==> config.mk <==
export PLATFORM = sky130hd
export DESIGN_NAME = position_pid_with_clamps_core
export DESIGN_NICKNAME = d
export VERILOG_FILES = /design/src/ppid_pkg.sv /design/src/position_pid_with_clamps_core.sv
export SDC_FILE = /design/constraint.sdc
export NUM_CORES = 2
export LEC_CHECK = 0
export BUFFER_PORTS_ARGS = -buffer_cell sky130_fd_sc_hd__buf_2
export CELL_PAD_IN_SITES_DETAIL_PLACEMENT = 1
export CELL_PAD_IN_SITES_GLOBAL_PLACEMENT = 2
export CORE_MARGIN = 2
export CORE_UTILIZATION = 45
export CTS_CLUSTER_DIAMETER = 150
export DETAILED_ROUTE_END_ITERATION = 10
export PLACE_DENSITY_LB_ADDON = 0.1
export SLEW_MARGIN = 20
export SYNTH_ARGS = -nofsm -noshare
export SYNTH_HDL_FRONTEND = slang
export SYNTH_SLANG_ARGS = --single-unit
==> constraint.sdc <==
create_clock -name clk -period 25.4 [get_ports clk]
set_input_delay 1.27 -clock clk [delete_from_list [all_inputs] [get_ports clk]]
set_output_delay 1.27 -clock clk [all_outputs]
set_load 0.01 [all_outputs]
==> src/ppid_pkg.sv <==
package ppid_pkg;

	// field widths
	localparam int SP_W       = 8;
	localparam int IN_DATA_W  = 2 * SP_W;
	localparam int ERR_W      = SP_W + 1;
	localparam int DIFF_W     = ERR_W + 1;
	localparam int SUM_W      = 17;
	localparam int SUMX_W     = SUM_W + 1;
	localparam int GAIN_W     = 16;
	localparam int BASE_W     = 12;
	localparam int ILIM_W     = 12;
	localparam int SLIM_W     = 16;
	localparam int DRV_W      = 16;
	localparam int PROD_W     = 32;
	localparam int CFG_IDX_W  = 4;
	localparam int CFG_DATA_W = 16;

	localparam int GAIN_FRAC_BITS_DEF = 12;

	// register indexes
	localparam logic [CFG_IDX_W-1:0] REG_P_GAIN       = 4'd0;
	localparam logic [CFG_IDX_W-1:0] REG_I_GAIN       = 4'd1;
	localparam logic [CFG_IDX_W-1:0] REG_D_GAIN       = 4'd2;
	localparam logic [CFG_IDX_W-1:0] REG_BASE_VALUE   = 4'd3;
	localparam logic [CFG_IDX_W-1:0] REG_ITERM_LIMIT  = 4'd4;
	localparam logic [CFG_IDX_W-1:0] REG_SUM_LIMIT    = 4'd5;
	localparam logic [CFG_IDX_W-1:0] REG_SETPOINT_MIN = 4'd6;
	localparam logic [CFG_IDX_W-1:0] REG_SETPOINT_MAX = 4'd7;

	// register reset values
	localparam logic [GAIN_W-1:0] P_GAIN_RST       = 16'd4096;
	localparam logic [GAIN_W-1:0] I_GAIN_RST       = 16'd0;
	localparam logic [GAIN_W-1:0] D_GAIN_RST       = 16'd0;
	localparam logic [BASE_W-1:0] BASE_VALUE_RST   = 12'd1500;
	localparam logic [ILIM_W-1:0] ITERM_LIMIT_RST  = 12'd200;
	localparam logic [SLIM_W-1:0] SUM_LIMIT_RST    = 16'd1000;
	localparam logic [SP_W-1:0]   SETPOINT_MIN_RST = 8'd15;
	localparam logic [SP_W-1:0]   SETPOINT_MAX_RST = 8'd105;

	// drive saturation bounds
	localparam logic signed [DRV_W-1:0] DRIVE_MAX = 16'sh7FFF;
	localparam logic signed [DRV_W-1:0] DRIVE_MIN = 16'sh8000;

endpackage

==> src/position_pid_with_clamps_core.sv <==
// positional pid for one tracking axis
//
// input stream (s_axis): one beat carries setpoint and measured position.
// output stream (m_axis): one beat per input beat carrying the saturated
// signed 16-bit drive, base + p + i + d, in input order.
// config channel (cfg_valid/cfg_ready/cfg_index/cfg_data): writes one of
// eight registers (gains, base, clamps, setpoint window); cfg_ready is
// always high and writes to indexes 8..15 are dropped. write only when idle.
//
// an accepted beat is registered in the input stage, then in the output register
// when the output is free. throughput: one beat per cycle while not stalled. the
// whole pid pass (three gain multiplies, clamps, sum and saturation) sits between
// the input stage register and the output register, and the integrator state updates
// in the same cycle the result is registered, so the next beat sees it at once.
//
// reset: registers go to their documented defaults, error sum and last error
// clear, both stages empty.
// stall: when m_axis_tready is low the output holds; one more beat can wait
// in the input stage, after which s_axis_tready drops.
module position_pid_with_clamps_core #(
	parameter int GAIN_FRAC_BITS = ppid_pkg::GAIN_FRAC_BITS_DEF
) (
	input  logic                             clk,
	input  logic                             arst_n,
	// config write channel
	input  logic                             cfg_valid,
	output logic                             cfg_ready,
	input  logic [ppid_pkg::CFG_IDX_W-1:0]   cfg_index,
	input  logic [ppid_pkg::CFG_DATA_W-1:0]  cfg_data,
	// input stream
	input  logic                             s_axis_tvalid,
	output logic                             s_axis_tready,
	input  logic [ppid_pkg::IN_DATA_W-1:0]   s_axis_tdata,  // setpoint[7:0], measured[15:8]
	// output stream
	output logic                             m_axis_tvalid,
	input  logic                             m_axis_tready,
	output logic [ppid_pkg::DRV_W-1:0]       m_axis_tdata   // drive[15:0], signed
);
	import ppid_pkg::*;

	// term magnitudes after the gain shift, signed terms, and the sum of four
	localparam int MAG_W  = PROD_W - GAIN_FRAC_BITS;
	localparam int TERM_W = MAG_W + 1;
	localparam int ACC_W  = MAG_W + 3;

	localparam logic signed [ACC_W-1:0] ACC_MAX = ACC_W'(DRIVE_MAX);
	localparam logic signed [ACC_W-1:0] ACC_MIN = ACC_W'(DRIVE_MIN);

	// configuration registers
	logic [GAIN_W-1:0] p_gain_q, i_gain_q, d_gain_q;
	logic [BASE_W-1:0] base_value_q;
	logic [ILIM_W-1:0] iterm_limit_q;
	logic [SLIM_W-1:0] sum_limit_q;
	logic [SP_W-1:0]   sp_min_q, sp_max_q;

	// integrator state
	logic signed [SUM_W-1:0] error_sum_q;
	logic signed [ERR_W-1:0] prev_err_q;

	// stages
	logic              valid_s1;
	logic [SP_W-1:0]   setpoint_s1, measured_s1;
	logic              valid_s2;
	logic [DRV_W-1:0]  drive_s2;

	logic in_accept, out_free, advance;

	// datapath
	logic [SP_W-1:0]          sp_hi, sp_clamp;
	logic signed [ERR_W-1:0]  err;
	logic [ERR_W-1:0]         err_mag;
	logic signed [DIFF_W-1:0] diff;
	logic [DIFF_W-1:0]        diff_mag;
	logic [SUM_W-1:0]         sum_mag;
	logic [PROD_W-1:0]        p_prod, i_prod, d_prod;
	logic [PROD_W-1:0]        p_shr, i_shr, d_shr;
	logic [MAG_W-1:0]         p_mag, i_mag, d_mag;
	logic signed [TERM_W-1:0] p_term, i_raw, i_term, d_term, ilim;
	logic signed [ACC_W-1:0]  acc;
	logic signed [DRV_W-1:0]  drive;
	logic signed [SUMX_W-1:0] sum_raw, slim, sum_clamp;

	// ---------------------------------------------------------------
	// handshakes: output register frees when empty or taken
	// ---------------------------------------------------------------
	assign cfg_ready     = 1'b1;
	assign out_free      = !valid_s2 || m_axis_tready;
	assign advance       = valid_s1 && out_free;
	assign s_axis_tready = !valid_s1 || out_free;
	assign in_accept     = s_axis_tvalid && s_axis_tready;
	assign m_axis_tvalid = valid_s2;
	assign m_axis_tdata  = drive_s2;

	// ---------------------------------------------------------------
	// configuration registers
	// ---------------------------------------------------------------
	always_ff @(posedge clk or negedge arst_n) begin
		if (!arst_n) begin
			p_gain_q      <= P_GAIN_RST;
			i_gain_q      <= I_GAIN_RST;
			d_gain_q      <= D_GAIN_RST;
			base_value_q  <= BASE_VALUE_RST;
			iterm_limit_q <= ITERM_LIMIT_RST;
			sum_limit_q   <= SUM_LIMIT_RST;
			sp_min_q      <= SETPOINT_MIN_RST;
			sp_max_q      <= SETPOINT_MAX_RST;
		end else if (cfg_valid && cfg_ready) begin
			unique case (cfg_index)
				REG_P_GAIN:       p_gain_q      <= cfg_data[GAIN_W-1:0];
				REG_I_GAIN:       i_gain_q      <= cfg_data[GAIN_W-1:0];
				REG_D_GAIN:       d_gain_q      <= cfg_data[GAIN_W-1:0];
				REG_BASE_VALUE:   base_value_q  <= cfg_data[BASE_W-1:0];
				REG_ITERM_LIMIT:  iterm_limit_q <= cfg_data[ILIM_W-1:0];
				REG_SUM_LIMIT:    sum_limit_q   <= cfg_data[SLIM_W-1:0];
				REG_SETPOINT_MIN: sp_min_q      <= cfg_data[SP_W-1:0];
				REG_SETPOINT_MAX: sp_max_q      <= cfg_data[SP_W-1:0];
				default: ;  // unmapped index, write dropped
			endcase
		end
	end

	// ---------------------------------------------------------------
	// pid pass
	// ---------------------------------------------------------------
	// window clamp, upper bound first so an inverted window lands on min
	assign sp_hi    = (setpoint_s1 > sp_max_q) ? sp_max_q : setpoint_s1;
	assign sp_clamp = (sp_hi < sp_min_q) ? sp_min_q : sp_hi;

	assign err     = $signed({1'b0, sp_clamp}) - $signed({1'b0, measured_s1});
	assign err_mag = err[ERR_W-1] ? ERR_W'(-err) : ERR_W'(err);

	assign diff     = DIFF_W'(err) - DIFF_W'(prev_err_q);
	assign diff_mag = diff[DIFF_W-1] ? DIFF_W'(-diff) : DIFF_W'(diff);

	// error sum stays within +/- sum_limit, so its magnitude fits in 16 bits
	assign sum_mag = error_sum_q[SUM_W-1] ? SUM_W'(-error_sum_q) : SUM_W'(error_sum_q);

	// sign-magnitude products give truncation toward zero after the shift
	assign p_prod = PROD_W'(p_gain_q) * PROD_W'(err_mag[ERR_W-2:0]);
	assign i_prod = PROD_W'(i_gain_q) * PROD_W'(sum_mag[SUM_W-2:0]);
	assign d_prod = PROD_W'(d_gain_q) * PROD_W'(diff_mag[DIFF_W-2:0]);

	assign p_shr = p_prod >> GAIN_FRAC_BITS;
	assign i_shr = i_prod >> GAIN_FRAC_BITS;
	assign d_shr = d_prod >> GAIN_FRAC_BITS;

	assign p_mag = p_shr[MAG_W-1:0];
	assign i_mag = i_shr[MAG_W-1:0];
	assign d_mag = d_shr[MAG_W-1:0];

	assign p_term = err[ERR_W-1]          ? -$signed({1'b0, p_mag}) : $signed({1'b0, p_mag});
	assign i_raw  = error_sum_q[SUM_W-1]  ? -$signed({1'b0, i_mag}) : $signed({1'b0, i_mag});
	assign d_term = diff[DIFF_W-1]        ? -$signed({1'b0, d_mag}) : $signed({1'b0, d_mag});

	// symmetric clamp on the integral term
	assign ilim   = $signed({{(TERM_W-ILIM_W){1'b0}}, iterm_limit_q});
	assign i_term = (i_raw > ilim) ? ilim : ((i_raw < -ilim) ? -ilim : i_raw);

	assign acc = $signed({{(ACC_W-BASE_W){1'b0}}, base_value_q})
	           + ACC_W'(p_term) + ACC_W'(i_term) + ACC_W'(d_term);

	assign drive = (acc > ACC_MAX) ? DRIVE_MAX :
	               ((acc < ACC_MIN) ? DRIVE_MIN : acc[DRV_W-1:0]);

	// integrator update, clamped to +/- sum_limit
	assign sum_raw   = SUMX_W'(error_sum_q) + SUMX_W'(err);
	assign slim      = $signed({{(SUMX_W-SLIM_W){1'b0}}, sum_limit_q});
	assign sum_clamp = (sum_raw > slim) ? slim : ((sum_raw < -slim) ? -slim : sum_raw);

	// ---------------------------------------------------------------
	// stage valids and state
	// ---------------------------------------------------------------
	always_ff @(posedge clk or negedge arst_n) begin
		if (!arst_n) begin
			valid_s1    <= 1'b0;
			valid_s2    <= 1'b0;
			error_sum_q <= '0;
			prev_err_q  <= '0;
		end else begin
			if (in_accept) begin
				valid_s1 <= 1'b1;
			end else if (advance) begin
				valid_s1 <= 1'b0;
			end
			if (out_free) begin
				valid_s2 <= valid_s1;
			end
			if (advance) begin
				error_sum_q <= sum_clamp[SUM_W-1:0];
				prev_err_q  <= err;
			end
		end
	end

	// payload registers
	always_ff @(posedge clk) begin
		if (in_accept) begin
			setpoint_s1 <= s_axis_tdata[SP_W-1:0];
			measured_s1 <= s_axis_tdata[IN_DATA_W-1:SP_W];
		end
		if (advance) begin
			drive_s2 <= drive;
		end
	end

endmodule

==> impl_summary.txt <==
----------------------------------------------------
[Run status]
  Status ... finished clean

[Synth]
  Count of mapped cells out of synthesis ... 3,599
  Most frequently used flop master after synthesis ... sky130_fd_sc_hd__dfrtp_1
  Area fraction of the dominant cell type after synthesis ... 26.33%
  Share of synthesized flip-flops with an asynchronous set or reset ... 80.49%
  Synthesis warning total ... 0
  Post-synthesis register bit count ... 164
  Count of flip-flops with a built-in enable after synthesis ... 32
  Ranking of synthesized cells by area ... sky130_fd_sc_hd__fa_1 26%, sky130_fd_sc_hd__ha_1 13%, sky130_fd_sc_hd__dfrtp_1 8.6%
  Count of unique library cells instantiated by Yosys ... 90
  Synthesized netlist net count ... 4,386
  Area of the mapped netlist ... 31,170 sq um
  Sequential element share of the synthesized area ... 13.78%
  Largest area contributor in the synthesized netlist ... sky130_fd_sc_hd__fa_1
  Mean area per synthesized cell ... 8.660 sq um

[Routing]
  DRC violation count after routing ... 0
  Post-Route WL ... 93,240 um
  Iter 0 DRT Violations ... 1,204
  Antenna Nets Post-Route ... 0
  Average vias per placed instance ... 5.481
  First-pass iteration count of the detailed router ... 5
  Total number of vias ... 24,890
  Drt wl/cell ... 20.53 um

[Clock tree]
  Clock transition at the registers of the reported paths ... 80 ps
  Total CTS buffers ... 17
  CTS tree ... built
  Number of levels the H-tree was split into ... 4
  Post-CTS Hold Fix Bufs ... 0
  Buffer levels on the longest clock path ... 2
  Clock latency reported for the late side of the worst-skew pair ... 490 ps
  Postcts setup bufs ... 0
  Buffer type at the clock tree root ... sky130_fd_sc_hd__clkbuf_16
  CTS resizes ... 0
  Number of sinks driven by the clock tree ... 164

[STA]
  Worst hold slack ... 498.9 ps
  Final Critical Period ... 18,220 ps
  Maximum clock skew at final layout ... 17.32 ps
  Summed negative setup slack over all endpoints ... 0 ps
  Final critical-path share of the clock period ... 71.73%
  Highest clock rate ... 54.89 MHz
  Final Max Slew Viols ... 0
  Count of endpoints failing hold in the final timing report ... 0
  Headroom to the max-slew limit ... 18.88%
  Final setup fails ... 0
  Least-Margin Pin Slew ... 1206 ps
  Unrepaired setup endpoints after global routing ... no

[Die]
  FP Rows ... 96
  Die boundary width ... 267.2 um
  Die ar. ... 71,380 sq um
  Initial Utilization ... 45.44%
  Vertical extent of the die ... 267.2 um
  I/O pin total ... 60
  Core area ... 68,590 sq um

[Place]
  Number of port buffers ... 58
  Post-detailed-placement cell area ... 32,520 sq um
  Last weighted congestion value of the routability-driven placer ... 0.8645
  Final HPWL DP ... 75,720 um

[Run]
  Number of maximum-capacitance constraint violations ... 0

[Hold path]
  Beginning of the worst hold path ... prev_err_q[0]
  Worst min-delay path category ... register to register
  Hold path depth ... 2
  Worst Hold Endpoint ... prev_err_q[0]

[Worst setup path]
  Critical Path RT ... 25,640 ps
  Kind of capture point of the worst setup path ... register
  Cell at the slowest stage of the critical path ... sky130_fd_sc_hd__o31ai_1
  Worst Setup Path Type ... register to register
  Critical-path maximum fanout ... 16
  Reg2reg setup slack ... 7180 ps
  CP max stage delay ... 960 ps
  Worst R2R End ... m_axis_tdata[3]
  Depth of the most critical reg-to-reg path ... 65
  Worst Setup Start Kind ... register
  Source of the worst register-to-register timing path ... setpoint_s1[1]
  Data arrival time of the critical path ... 18,460 ps

[Global route]
  Number of antenna violations at the first check in global routing ... 4
  Wire length of the first global-routing pass ... 151,900 um
  Remaining global-route overflow ... 0
  Via count of the first global-routing pass ... 27,900
  Overall Global Routing Usage ... 27.31%
  Largest net degree at the start of global routing ... 88

[Final layout]
  Sequential cell area ... 4295 sq um
  Filler cell count in the final layout ... 8,081
  Final net count ... 4,383
  Multi-input gate area in the final layout ... 24,190 sq um
  Final std cell area, no fill ... 33,140 sq um
  Share of final-layout standard cells stronger than drive strength 1 ... 7.315%
  Area growth from synthesis to layout ... 6.327%
  Share of the core filled with cells in the final layout ... 48.32%

----------------------------------------------------
-- final cells by class --
class                      count  share of cell area, %
multi-input combinational   2703                  72.99
sequential                   164                  12.96
inverter                     608                  6.887
tap                          931                  3.515
timing repair buffer         102                  1.892
clock buffer                  17                  1.284
clock inverter                15                 0.4682
antenna                        1               0.007551
-- layout by cell type (no fill, tap or decap), types with 61 or more instances in the layout --
cell                       Yosys  layout
sky130_fd_sc_hd__a21oi_1     123     123
sky130_fd_sc_hd__nor2_1      149     149
sky130_fd_sc_hd__o21ai_0     161     161
sky130_fd_sc_hd__a21o_1       61      61
sky130_fd_sc_hd__dfrtp_1     107     107
sky130_fd_sc_hd__nor2b_1     103     103
sky130_fd_sc_hd__mux2_2       73      73
sky130_fd_sc_hd__and2_1      165     165
sky130_fd_sc_hd__ha_1        336     336
sky130_fd_sc_hd__nand2b_1     69      69
sky130_fd_sc_hd__inv_1       605     605
sky130_fd_sc_hd__fa_1        410     410
sky130_fd_sc_hd__nand2_1     466     466
sky130_fd_sc_hd__xnor2_1     116     113
-- through the flow --
stage,cells,setup slack (ps)
final,4541,7181
after global routing,4540,5720
after CTS,4540,7067
after detailed placement,4508,7157
after global placement,4508,7859
after floorplan,3599,9741
-- how the worst max path moves through the flow --
stage | from | to | slack [ps] | cells past startpoint
CTS | setpoint_s1[1] | m_axis_tdata[3] | 7070 | 65
global placement | setpoint_s1[1] | m_axis_tdata[2] | 7860 | 67
finish | setpoint_s1[1] | m_axis_tdata[3] | 7180 | 65
detailed placement | setpoint_s1[1] | m_axis_tdata[3] | 7160 | 65
global route | setpoint_s1[1] | m_axis_tdata[8] | 5720 | 65
floorplan | setpoint_s1[1] | m_axis_tdata[10] | 9740 | 71
-- cell usage after synthesis (20+ instances only) --
| master | count |
|---|---|
| sky130_fd_sc_hd__dfrtp_1 | 107 |
| sky130_fd_sc_hd__fa_1 | 410 |
| sky130_fd_sc_hd__o21ai_0 | 161 |
| sky130_fd_sc_hd__nand2_1 | 466 |
| sky130_fd_sc_hd__clkbuf_1 | 106 |
| sky130_fd_sc_hd__inv_1 | 605 |
| sky130_fd_sc_hd__dfstp_2 | 25 |
| sky130_fd_sc_hd__ha_1 | 336 |
| sky130_fd_sc_hd__xor2_1 | 49 |
| sky130_fd_sc_hd__xnor2_1 | 116 |
| sky130_fd_sc_hd__and2_1 | 165 |
| sky130_fd_sc_hd__a21oi_1 | 123 |
| sky130_fd_sc_hd__nor3_1 | 45 |
| sky130_fd_sc_hd__nand4_1 | 22 |
| sky130_fd_sc_hd__a21o_1 | 61 |
| sky130_fd_sc_hd__nor2_1 | 149 |
| sky130_fd_sc_hd__mux2_2 | 73 |
| sky130_fd_sc_hd__nor2b_1 | 103 |
| sky130_fd_sc_hd__nand2b_1 | 69 |
| sky130_fd_sc_hd__o21a_1 | 34 |
| sky130_fd_sc_hd__mux2i_1 | 20 |
| sky130_fd_sc_hd__nand3_1 | 36 |
| sky130_fd_sc_hd__edfxtp_1 | 32 |
-- cell families after synthesis --
group / after synthesis / share of synthesized area, %
other: 1 / 0.01203
AND/OR/NAND/NOR: 1131 / 17.78
buffers and inverters: 732 / 8.880
adder cells (fa/ha/maj): 747 / 39.86
multiplexers: 94 / 3.324
flip-flops: 164 / 13.78
AO/OA/AOI/OAI: 564 / 11.68
XOR/XNOR: 166 / 4.689
-- worst max-delay path, delay by kind of cell, from the launching register on --
family | cells | cell delay (ps)
compound gates | 33 | 8860
fa+ha+maj | 13 | 5050
simple gates | 12 | 2200
xor+xnor | 2 | 790
flops | 1 | 420
mux | 1 | 420
buf+inv | 4 | 220
-- state kept, by name, summed over array words and instances (netlist names), 9 cells and up --
| signal | cells |
|---|---|
| error_sum_q | 17 |
| d_gain_q | 16 |
| i_gain_q | 16 |
| m_axis_tdata | 16 |
| p_gain_q | 16 |
| sum_limit_q | 16 |
| base_value_q | 12 |
| iterm_limit_q | 12 |
| prev_err_q | 9 |
-- per-layer routing --
layer	share of wire, %	GRT usage [%]
met4	1.4	5.572
met1	45	36.00
met3	3.0	2.869
met2	50	48.45
met5	0	0
Power is not shown: default switching activity piles up to over one toggle a cycle in this logic, so the estimate is an artifact.
